## config.mk

```make
export PLATFORM = sky130hd
export DESIGN_NAME = rv_base_instruction_decoder_core
export DESIGN_NICKNAME = d
export VERILOG_FILES = /design/src/hdl/rvbd_pkg.sv /design/src/hdl/rvbd_decode.sv /design/src/hdl/rvbd_imm_gen.sv /design/src/hdl/rv_base_instruction_decoder_core.sv
export SDC_FILE = /design/constraint.sdc
export NUM_CORES = 1
export LEC_CHECK = 0
export CAP_MARGIN = 30
export CORE_ASPECT_RATIO = 2
export CORE_MARGIN = 2
export CORE_UTILIZATION = 53
export CTS_CLUSTER_DIAMETER = 100
export CTS_CLUSTER_SIZE = 16
export DETAILED_ROUTE_END_ITERATION = 8
export DONT_BUFFER_PORTS = 1
export GPL_TIMING_DRIVEN = 1
export PLACE_DENSITY = 0.68
export SKIP_CTS_REPAIR_TIMING = 1
export SLEW_MARGIN = 20
export SYNTH_ARGS = -nofsm -noshare
export SYNTH_HDL_FRONTEND = slang
export SYNTH_SLANG_ARGS = --single-unit
```

## constraint.sdc

```tcl
create_clock -name clk -period 8.1 [get_ports clk]
set_input_delay 1.62 -clock clk [delete_from_list [all_inputs] [get_ports clk]]
set_output_delay 1.62 -clock clk [all_outputs]
set_load 0.02 [all_outputs]
```

## src/hdl/rvbd_pkg.sv

```systemverilog
// ----------------------------------------------------------------------------
// rvbd_pkg
// Shared codes, masks and types of the base instruction decoder.
// ----------------------------------------------------------------------------
`default_nettype none

package rvbd_pkg;

  // Instruction format codes.
  localparam logic [2:0] FMT_R = 3'd0;
  localparam logic [2:0] FMT_I = 3'd1;
  localparam logic [2:0] FMT_S = 3'd2;
  localparam logic [2:0] FMT_B = 3'd3;
  localparam logic [2:0] FMT_U = 3'd4;
  localparam logic [2:0] FMT_J = 3'd5;
  localparam logic [2:0] FMT_X = 3'd6;

  // ALU operation codes used directly by the decoder.
  localparam logic [2:0] ALU_ADD  = 3'd0;
  localparam logic [2:0] ALU_SLT  = 3'd2;
  localparam logic [2:0] ALU_SLTU = 3'd3;

  localparam logic [3:0] MEM_NONE        = 4'd0;
  localparam logic [3:0] MEM_SIGNED_BASE = 4'd1;
  localparam logic [3:0] MEM_STORE_BASE  = 4'd5;

  // Major opcodes, bits 6..2 of the word.
  localparam logic [4:0] OP_LOAD   = 5'd0;
  localparam logic [4:0] OP_IMM    = 5'd4;
  localparam logic [4:0] OP_AUIPC  = 5'd5;
  localparam logic [4:0] OP_STORE  = 5'd8;
  localparam logic [4:0] OP_OP     = 5'd12;
  localparam logic [4:0] OP_LUI    = 5'd13;
  localparam logic [4:0] OP_BRANCH = 5'd24;
  localparam logic [4:0] OP_JAL    = 5'd27;
  localparam logic [4:0] OP_SYSTEM = 5'd28;

  localparam logic [1:0] LEN_32BIT = 2'b11;

  // Compare masks and fixed codes.
  localparam logic [31:0] MASK_F3     = 32'h0000_707f;
  localparam logic [31:0] MASK_F7     = 32'hfe00_707f;
  localparam logic [31:0] MASK_OP     = 32'h0000_007f;
  localparam logic [31:0] MASK_ALL    = 32'hffff_ffff;
  localparam logic [31:0] CODE_EBREAK = 32'h0010_0073;
  localparam logic [31:0] CODE_ECALL  = 32'h0000_0073;

  // Control flag bits, LSB first.
  localparam int unsigned FLAG_W = 15;
  localparam logic [FLAG_W-1:0] FL_ALUSRC = 15'h0001;
  localparam logic [FLAG_W-1:0] FL_REGW   = 15'h0002;
  localparam logic [FLAG_W-1:0] FL_MEMR   = 15'h0004;
  localparam logic [FLAG_W-1:0] FL_MEMW   = 15'h0008;
  localparam logic [FLAG_W-1:0] FL_MEM    = 15'h0010;
  localparam logic [FLAG_W-1:0] FL_RS1    = 15'h0020;
  localparam logic [FLAG_W-1:0] FL_RS2    = 15'h0040;
  localparam logic [FLAG_W-1:0] FL_MOD    = 15'h0080;
  localparam logic [FLAG_W-1:0] FL_BR     = 15'h0100;
  localparam logic [FLAG_W-1:0] FL_BNOT   = 15'h0200;
  localparam logic [FLAG_W-1:0] FL_JUMP   = 15'h0400;
  localparam logic [FLAG_W-1:0] FL_PC     = 15'h0800;
  localparam logic [FLAG_W-1:0] FL_EXC    = 15'h1000;
  localparam logic [FLAG_W-1:0] FL_ECALL  = 15'h2000;
  localparam logic [FLAG_W-1:0] FL_EBRK   = 15'h4000;

  // Decoded control group handed from the decode tree to the top level.
  typedef struct packed {
    logic              supported;
    logic [2:0]        fmt;
    logic [2:0]        alu;
    logic [3:0]        mem;
    logic [FLAG_W-1:0] flags;
  } rvbd_dec_t;

endpackage

`default_nettype wire

```

## src/hdl/rvbd_decode.sv

```systemverilog
// ----------------------------------------------------------------------------
// rvbd_decode
// Decode tree: opcode, funct3, bit 30 and bit 20 select a leaf; the word is
// then checked against the leaf's code under its mask.
// ----------------------------------------------------------------------------
`default_nettype none

module rvbd_decode (
  input  logic [31:0]        word,
  output rvbd_pkg::rvbd_dec_t dec
);
  import rvbd_pkg::*;

  logic [4:0]  op5;
  logic [2:0]  f3;
  logic        b30;
  logic        real_leaf;
  logic [31:0] code;
  logic [31:0] mask;
  logic [31:0] op_f3_code;

  assign op5        = word[6:2];
  assign f3         = word[14:12];
  assign b30        = word[30];
  assign op_f3_code = {17'b0, f3, 5'b0, op5, LEN_32BIT};

  always_comb begin
    dec.fmt   = FMT_X;
    dec.alu   = ALU_ADD;
    dec.mem   = MEM_NONE;
    dec.flags = '0;
    code      = '0;
    mask      = '0;
    real_leaf = 1'b0;
    if (word[1:0] == LEN_32BIT) begin
      unique case (op5)
        OP_LOAD: begin
          if (f3 != 3'd7) begin
            real_leaf = 1'b1;
            dec.fmt   = FMT_I;
            dec.mem   = {1'b0, f3} + MEM_SIGNED_BASE;
            dec.flags = FL_ALUSRC | FL_REGW | FL_MEMR | FL_MEM | FL_RS1;
            code      = op_f3_code;
            mask      = MASK_F3;
          end
        end
        OP_IMM: begin
          real_leaf = 1'b1;
          dec.fmt   = FMT_I;
          dec.alu   = f3;
          dec.flags = FL_ALUSRC | FL_REGW | FL_RS1;
          code      = op_f3_code;
          mask      = MASK_F3;
          if (f3 == 3'd1) begin
            mask = MASK_F7;
          end
          if (f3 == 3'd5) begin
            mask     = MASK_F7;
            code[30] = b30;
            if (b30) begin
              dec.flags = dec.flags | FL_MOD;
            end
          end
        end
        OP_AUIPC: begin
          real_leaf = 1'b1;
          dec.fmt   = FMT_U;
          dec.flags = FL_ALUSRC | FL_REGW | FL_PC;
          code      = op_f3_code & MASK_OP;
          mask      = MASK_OP;
        end
        OP_STORE: begin
          if (!f3[2]) begin
            real_leaf = 1'b1;
            dec.fmt   = FMT_S;
            dec.mem   = {1'b0, f3} + MEM_STORE_BASE;
            dec.flags = FL_ALUSRC | FL_MEMW | FL_MEM | FL_RS1 | FL_RS2;
            code      = op_f3_code;
            mask      = MASK_F3;
          end
        end
        OP_OP: begin
          real_leaf = 1'b1;
          dec.fmt   = FMT_R;
          dec.alu   = f3;
          dec.flags = FL_REGW | FL_RS1 | FL_RS2;
          code      = op_f3_code;
          mask      = MASK_F7;
          if (f3 == 3'd0 || f3 == 3'd5) begin
            code[30] = b30;
            if (b30) begin
              dec.flags = dec.flags | FL_MOD;
            end
          end
        end
        OP_LUI: begin
          real_leaf = 1'b1;
          dec.fmt   = FMT_U;
          dec.flags = FL_ALUSRC | FL_REGW;
          code      = op_f3_code & MASK_OP;
          mask      = MASK_OP;
        end
        OP_BRANCH: begin
          if (f3 != 3'd2 && f3 != 3'd3) begin
            real_leaf = 1'b1;
            dec.fmt   = FMT_B;
            dec.flags = FL_BR | FL_RS1 | FL_RS2;
            unique case (f3) inside
              3'd0, 3'd1: begin
                dec.alu   = ALU_ADD;
                dec.flags = dec.flags | FL_MOD;
              end
              3'd4, 3'd5: dec.alu = ALU_SLT;
              default:    dec.alu = ALU_SLTU;
            endcase
            if (f3[0]) begin
              dec.flags = dec.flags | FL_BNOT;
            end
            code = op_f3_code;
            mask = MASK_F3;
          end
        end
        OP_JAL: begin
          real_leaf = 1'b1;
          dec.fmt   = FMT_J;
          dec.flags = FL_REGW | FL_JUMP | FL_PC | FL_ALUSRC;
          code      = op_f3_code & MASK_OP;
          mask      = MASK_OP;
        end
        OP_SYSTEM: begin
          real_leaf = 1'b1;
          dec.fmt   = FMT_I;
          mask      = MASK_ALL;
          if (word[20]) begin
            code      = CODE_EBREAK;
            dec.flags = FL_EXC | FL_EBRK;
          end else begin
            code      = CODE_ECALL;
            dec.flags = FL_EXC | FL_ECALL;
          end
        end
        default: begin
          real_leaf = 1'b0;
        end
      endcase
    end
    dec.supported = real_leaf && (((word ^ code) & mask) == 32'd0);
  end

endmodule

`default_nettype wire

```

## src/hdl/rvbd_imm_gen.sv

```systemverilog
// ----------------------------------------------------------------------------
// rvbd_imm_gen
// Sign-extended immediate for the decoded instruction format.
// ----------------------------------------------------------------------------
`default_nettype none

module rvbd_imm_gen (
  input  logic [31:0]        word,
  input  logic [2:0]         fmt,
  output logic signed [31:0] imm
);
  import rvbd_pkg::*;

  logic s;

  assign s = word[31];

  always_comb begin
    unique case (fmt)
      FMT_I:   imm = {{20{s}}, word[31:20]};
      FMT_S:   imm = {{20{s}}, word[31:25], word[11:7]};
      // The branch offset takes its sign from bit 31, landing at bit 12.
      FMT_B:   imm = {{19{s}}, s, word[7], word[30:25], word[11:8], 1'b0};
      FMT_U:   imm = {word[31:12], 12'b0};
      FMT_J:   imm = {{11{s}}, s, word[19:12], word[20], word[30:21], 1'b0};
      default: imm = '0;
    endcase
  end

endmodule

`default_nettype wire

```

## src/hdl/rv_base_instruction_decoder_core.sv

```systemverilog
// ----------------------------------------------------------------------------
// rv_base_instruction_decoder_core
// Base integer instruction decoder, one 32-bit word per cycle outside reset.
// ----------------------------------------------------------------------------
// Usage:
//   A request is one raw instruction word on in_instr_word. It is taken at a
//   rising clock edge where start is high and busy is low. Outside reset busy
//   stays low, so a new word can be given in every cycle.
//   The word lands in an input register; the decode tree and the immediate
//   generator work on it in the following cycle and their outputs are caught
//   in the result register. The result is on the out_ ports, marked by
//   out_valid, for exactly one cycle: it appears at the edge after the request
//   edge and is taken at the edge that ends that cycle.
//   Throughput is one word per cycle outside reset; the input register and
//   the result register lie around the single decode pass.
//   The receiver cannot hold results off: every result is shown once and is
//   gone at the next edge, so a downstream stage must take it then.
//   The block keeps no decode state. Synchronous reset (rst_n low) clears the
//   two valid flags, so no stale result appears, and holds busy high while
//   reset is applied; busy drops at the first edge that samples rst_n high.
// ----------------------------------------------------------------------------
`default_nettype none

module rv_base_instruction_decoder_core (
  input  logic               clk,
  input  logic               rst_n,
  input  logic               start,
  output logic               busy,
  input  logic [31:0]        in_instr_word,
  output logic               out_valid,
  output logic               out_supported,
  output logic [2:0]         out_inst_format,
  output logic [2:0]         out_alu_operation,
  output logic [3:0]         out_memory_access,
  output logic [14:0]        out_control_flags,
  output logic signed [31:0] out_immediate_value,
  output logic [4:0]         out_dest_reg,
  output logic [4:0]         out_src1_reg,
  output logic [4:0]         out_src2_reg
);
  import rvbd_pkg::*;

  // Control registers.
  logic busy_r;
  logic in_valid_r;
  logic out_valid_r;

  // Payload registers.
  logic [31:0]        word_r;
  rvbd_dec_t          dec_r;
  logic signed [31:0] imm_r;
  logic [4:0]         rd_r;
  logic [4:0]         rs1_r;
  logic [4:0]         rs2_r;

  // Decode pass outputs.
  rvbd_dec_t          dec_nxt;
  logic signed [31:0] imm_nxt;
  logic               accept;

  assign accept = start && !busy_r;

  // Busy is raised only while reset is applied.
  always_ff @(posedge clk) begin
    if (!rst_n) begin
      busy_r      <= 1'b1;
      in_valid_r  <= 1'b0;
      out_valid_r <= 1'b0;
    end else begin
      busy_r      <= 1'b0;
      in_valid_r  <= accept;
      out_valid_r <= in_valid_r;
    end
  end

  // Input register: the word is captured on each accepted request.
  always_ff @(posedge clk) begin
    if (accept) begin
      word_r <= in_instr_word;
    end
  end

  rvbd_decode u_decode (
    .word (word_r),
    .dec  (dec_nxt)
  );

  rvbd_imm_gen u_imm_gen (
    .word (word_r),
    .fmt  (dec_nxt.fmt),
    .imm  (imm_nxt)
  );

  // Result register. The register fields are plain slices of the word.
  always_ff @(posedge clk) begin
    if (in_valid_r) begin
      dec_r <= dec_nxt;
      imm_r <= imm_nxt;
      rd_r  <= word_r[11:7];
      rs1_r <= word_r[19:15];
      rs2_r <= word_r[24:20];
    end
  end

  assign busy                = busy_r;
  assign out_valid           = out_valid_r;
  assign out_supported       = dec_r.supported;
  assign out_inst_format     = dec_r.fmt;
  assign out_alu_operation   = dec_r.alu;
  assign out_memory_access   = dec_r.mem;
  assign out_control_flags   = dec_r.flags;
  assign out_immediate_value = imm_r;
  assign out_dest_reg        = rd_r;
  assign out_src1_reg        = rs1_r;
  assign out_src2_reg        = rs2_r;

endmodule

`default_nettype wire

```

Word-level counts from Yosys, hierarchy flattened
Index checks and enable logic that the tools add are counted.
{"block": "totals", "register_bits": 108, "input_bits": 35, "output_inout_bits": 75, "wordCells": 93}
{"block": "op_classes", "addsub": 2, "n_eq_ne": 20, "mux": 41, "bitwise": 2, "n_reduce_logical": 15}
{"cell": "one-hot mux 32 bit (7 select lines)", "n": 2}
{"cell": "one-hot mux 32 bit (5 select lines)", "n": 1}
{"cell": "one-hot mux 15 bit (9 select lines)", "n": 1}
{"cell": "2-to-1 mux 32 bit", "n": 4}
{"cell": "2-to-1 mux 15 bit", "n": 7}
{"cell": "2-to-1 mux 8 bit", "n": 5}
{"cell": "2-to-1 mux 19 bit", "n": 2}
{"cell": "bitwise AND 32 bit", "n": 1}
{"cell": "zero test 32 bit", "n": 1}
{"cell": "bitwise XOR 32 bit", "n": 1}
{"cell": "2-to-1 mux 25 bit", "n": 1}
{"cell": "2-to-1 mux 21 bit", "n": 1}
{"cell": "one-hot mux 3 bit (7 select lines)", "n": 1}
{"cell": "== test 5 x 4 -> 1 bit (second input constant)", "n": 3}
{"cell": "== test 5 bit (second input constant)", "n": 3}
{"cell": "2-to-1 mux 14 bit", "n": 1}
{"cell": "== test 3 bit (second input constant)", "n": 4}
{"cell": "== test 5 x 3 -> 1 bit (second input constant)", "n": 2}
{"cell": "2-to-1 mux 10 bit", "n": 1}
{"cell": "OR reduction 2 bit", "n": 5}
{"cell": "one-hot mux 4 bit (2 select lines)", "n": 1}
{"cell": "2-to-1 mux 1 bit", "n": 7}
{"cell": "== test 3 x 1 -> 1 bit (second input constant)", "n": 2}
{"cell": "== test 3 x 2 -> 1 bit (second input constant)", "n": 2}
{"cell": "other kinds (17)", "n": 21}

Depth between registers and ports, before layout
{"block": "depth", "depth_word": 9, "mapped_depth": 10}

Cells and area by module
A second synthesis with hierarchy kept.
{"block": "hier_totals", "cells_unflattened": 296, "area_unflattened_um2": 4377.9}
{"module": "rv_base_instruction_decoder_core", "n_inst": 1, "cells_each": 112, "area_per_inst_um2": 3238.1, "seq_area_each_um2": 3213.1}
{"module": "rvbd_decode", "n_inst": 1, "cells_each": 118, "area_per_inst_um2": 749.5, "seq_area_each_um2": 0.0}
{"module": "rvbd_imm_gen", "n_inst": 1, "cells_each": 66, "area_per_inst_um2": 390.4, "seq_area_each_um2": 0.0}

Least setup slack after synthesis
Ideal clock, no wire load.
{"block": "synth_timing", "kind": "in2reg", "startpoint": "input port start", "endpoint": "register word_r[0], enable pin", "setup_time_ns": 0.426, "arrival_time_ns": 3.087, "t_required_ns": 7.674, "setup_slack_ns": 4.587, "stages": 1, "path_cell_list": "nor2b_1"}
{"block": "synth_via", "elab_chain_cells": 1}
{"element": "start, declared", "line": "rv_base_instruction_decoder_core.sv:27", "text": "input logic start,"}
{"element": "logical AND 1 bit", "line": "rv_base_instruction_decoder_core.sv:61", "text": "assign accept = start && !busy_r;"}
{"element": "end signal, assigned", "line": "rv_base_instruction_decoder_core.sv:79", "text": "word_r <= in_instr_word;"}
{"element": "end, declared", "line": "rv_base_instruction_decoder_core.sv:49", "text": "logic [31:0] word_r;"}
No other way between the ends.
A chain may end at the register's enable or synchronous reset.

Worst setup path after layout
{"block": "layout_timing", "startpoint": "register word_r[14]", "endpoint": "register imm_r[25], in the netlist out_immediate_value[25], data pin"}
{"block": "layout_via", "elab_chain_cells": 7, "word_cells_on_any_way": 15, "classes_between": "eq/ne (8); mux (6); reduce/logical (1)"}
{"element": "inequality test 3 x 2 -> 1 bit", "line": "rvbd_decode.sv:104", "text": "if (f3 != 3'd2 && f3 != 3'd3) begin"}
{"element": "logical AND 1 bit", "line": "rvbd_decode.sv:104"}
{"element": "2-to-1 mux 6 bit", "line": "rvbd_decode.sv:104"}
{"element": "one-hot mux 3 bit (7 select lines) *", "line": "rvbd_decode.sv:36", "text": "unique case (op5)"}
{"element": "2-to-1 mux 25 bit *", "line": "rvbd_decode.sv:35", "text": "if (word[1:0] == LEN_32BIT) begin"}
{"element": "== test 3 bit, or another cell as far along", "line": "rvbd_imm_gen.sv:19", "text": "unique case (fmt)"}
{"element": "one-hot mux 32 bit (5 select lines) *", "line": "rvbd_imm_gen.sv:19"}
{"element": "named net imm_nxt[25]", "line": "rv_base_instruction_decoder_core.sv:58", "text": "logic signed [31:0] imm_nxt;"}
{"element": "end signal, assigned", "line": "rv_base_instruction_decoder_core.sv:98", "text": "imm_r <= imm_nxt;"}
{"element": "end, declared", "line": "rv_base_instruction_decoder_core.sv:51", "text": "logic signed [31:0] imm_r;"}
The timed path passes the listed nets; every way through them passes the cells marked *.

==> impl_summary.md <==
Timing
The number of setup violations in the final report is 0. The max-slew violation total from the final report is 0. The transition time of the tightest slew-check pin is 0.946 ns. Timing would allow up to 328 MHz. The final clock period utilization by the worst path is 37.6%. The post-route clock skew is 0.00535 ns.

The final hold violation count is 0. Setup repair after global routing left no endpoint under its margin. The minimum period implied by the final worst setup slack is 3.05 ns. The total negative setup slack is 0 ns.

The remaining max-slew budget at the tightest pin is 36.9%. The setup slack of the critical path after layout is 5.05 ns. On the final layout, the worst hold slack is 0.488 ns.

Clock network
Clock latency on the worst-skew pair, taken at its later pin, is 0.34 ns. The H-tree depth reported by CTS is 3. Clock tree synthesis selected as its root buffer the cell clkbuf_16. TritonCTS built the clock tree.

The maximum number of buffers from clock root to sink is 2. The number of clock sinks is 108. The number of buffers created by CTS is 9. The clock-pin slew of the registers on the worst-case setup and hold paths is 0.07 ns.

Routing
The detailed router finished its first iteration with 194 violations. The detailed-route vias per instance is 6.41. In the final routed layout, each cell accounts on average for 23.9 µm. Detailed routing inserted a total of 2602 vias. The total routed wirelength is 9700 µm. The detail route stage leaves a number of antenna-violating nets equal to 0. The pre-antenna-repair detailed-routing pass consisted of 5 iterations. After detailed routing, the number of remaining DRC violations is 0.

Logic synthesis
After synthesis the netlist holds a flip-flop and latch count of 108. Synthesis handed over a netlist of 309 instances. The post-synth design cell area is 4490 µm². Dividing the synthesized area by the synthesized cell count gives 14.5 µm². When the netlist entered floorplanning its net count stood at 352. The synthesized design contains 105 enable-type register cells. By area the synthesized netlist is led by edfxtp_1 70%, ha_1 2.2%, nor2_1 1.8%. The most area-hungry cell type in the Yosys netlist is edfxtp_1.

The share of the synthesized area in the top cell type is 70.2%. The number of distinct library cells after synthesis is 53. The count of warnings emitted by yosys is 0. The post-synthesis async set-or-reset flop share is 0%. The share of synthesized area occupied by flip-flops and latches is 71.5%. The main flop type after synthesis is edfxtp_1.

Setup path
STA puts the critical path data required time at 8.14 ns. STA classifies the critical path startpoint as a register. The largest incremental delay on the critical path is 0.74 ns. The largest individual stage delay along the critical path comes from the cell o211ai_1. Walking the worst path, the cells encountered are inv_1 > ha_1 > nand2b_1 > nor3_2 > nor4_1 > o211ai_1 > o22ai_1. The worst setup path is of the register to register kind.

Along the worst path, the maximum fanout reaches 14. The number of buffers and inverters on the critical path is 1. In this design, the largest share of critical-path delay is due to compound AO/OA/AOI/OAI gates. The data arrival at the endpoint of the critical path is 3.09 ns.

The element type at the critical path end is a register.

Global route
Entering global routing, the biggest net connects 75 pins. The via count of the first global-routing pass is 2539. The number of antenna violations at the first check in global routing is 0. The first global-routing pass estimated 14400 µm of wire. Across every metal layer, demand over resource in global routing totals 21.1%.

For this run the aggregate overflow at the end of global routing stands at 0.

Floorplanning
The floorplan has 47 rows. The core region is 8230 µm². The I/O pin count is 110. The floorplan step set the die width to 69.1 µm. The floorplan step defined a die boundary enclosing 9270 µm².

The starting density of the core is 54.6%. Measured along the y axis, the die boundary spans 134 µm.

Cells and area
The repair_antennas step left the layout with diodes totalling 0. The fraction of final layout cells sized beyond drive strength 1 is 9.09%. The final core area utilization is 58.3%. The layout-stage area growth over the synthesis result is 6.85%. The net count reported at finish is 346. The number of standard cells in the final layout excluding fillers is 406.

Status
The flow ran to the end, and the final reports show no timing, DRC or antenna violations.

Pwr
For this design the ratio of total power to cell area is 222 nW/µm². VDD sags by at most 0.128 mV. The analysis attributes to cell leakage a power of 1.62 nW.

Placed design
After detailed placement, the design holds a cell count of 390. The worst setup slack before clock tree synthesis is 5.10 ns. After legalization and detailed placement, the total HPWL measured 6980 µm. The congestion estimate from routability-driven global placement came to 0.857. The count of port buffers added during placement is 0.

Worst hold path
In this run the worst hold path is classified as register to register.

Flow run
The total of max-cap violations is 0.
-- cell usage in the layout, fill, tap and decap left out, drive strengths merged, types with 2 or more instances in the layout --
master and n:
edfxtp 105, nor2 22, inv 22, nor3 12, o22ai 11, a21oi 11, clkbuf 11, nand2 10
nor4 10, o2bb2ai 8, ha 8, and2 7, a31oi 7, nor2b 6, nand3 5, clkinv 5
nand4 4, a22o 4, o21ai 3, or4 3, o211ai 3, dfxtp 3, a31o 2, nand2b 2
a22oi 2, o31ai 2, or4b 2, o221ai 2, a2111oi 2
-- cell families after synthesis --
kind of cell / count (synthesis) / share of synthesized area [%]
fa+ha+maj: 8 / 2.23
simple gates: 88 / 10.9
flops: 108 / 71.5
buf+inv: 39 / 3.79
compound gates: 66 / 11.6
-- synthesized netlist by cell type (3+ instances only) --
library cell	count
a21oi_1	10
a22o_1	4
a31oi_1	5
and2_1	7
buf_2	7
clkbuf_1	8
dfxtp_1	3
edfxtp_1	105
ha_1	8
inv_1	21
nand2_1	10
nand3_1	5
nand4_1	4
nor2_1	22
nor2b_1	6
nor3_1	9
nor3_2	3
nor4_1	9
o211ai_1	3
o21ai_0	3
o22ai_1	11
o2bb2ai_1	8
or4_1	3
-- final timing paths --
check | depth (start not counted) | to | slack (ns) | start
setup / recovery | 7 | out_immediate_value[25]$_DFFE_PP_ | 5.05 | word_r[14]$_DFFE_PP_
hold / removal | 0 | out_dest_reg[3]$_DFFE_PP_ | 0.49 | word_r[10]$_DFFE_PP_
setup reg to reg | 7 | out_immediate_value[25]$_DFFE_PP_ | 5.05 | word_r[14]$_DFFE_PP_
hold reg to reg | 0 | out_dest_reg[3]$_DFFE_PP_ | 0.49 | word_r[10]$_DFFE_PP_
-- area by class of cell --
class | instances | area (µm²)
Clock buffer | 11 | 233
Clock inverter | 5 | 28.8
Fill cell | 658 | 3430
Inverter | 22 | 82.6
Multi-Input combinational cell | 162 | 1120
Sequential cell | 108 | 3220
Tap cell | 98 | 123
-- report_power, final --
part | internal, mW | total [mW] | switching [mW]
clock network | 0.206 | 0.385 | 0.178
logic | 0.00900 | 0.0308 | 0.0218
registers | 0.627 | 0.650 | 0.0237
-- per-stage QoR --
| stage | instance area [µm²] | total power, mW |
|---|---|---|
| after floorplan | 4490 | 0.682 |
| after global routing | 4800 | 1.10 |
| after detailed placement | 4540 | 0.693 |
| final | 4800 | 1.07 |
| after CTS | 4800 | 1.07 |
| after global placement | 4540 | 0.692 |
-- metal layers --
layer  vias up  GRT usage, %  share of wire (%)
li1       1183             -                  -
met1      1290          21.2                 32
met2       105          39.2                 59
met3        24          4.66                4.2
met4         0          11.9                4.5
met5         -             0                  0
Note: power is estimated with default switching activity, not from simulation.
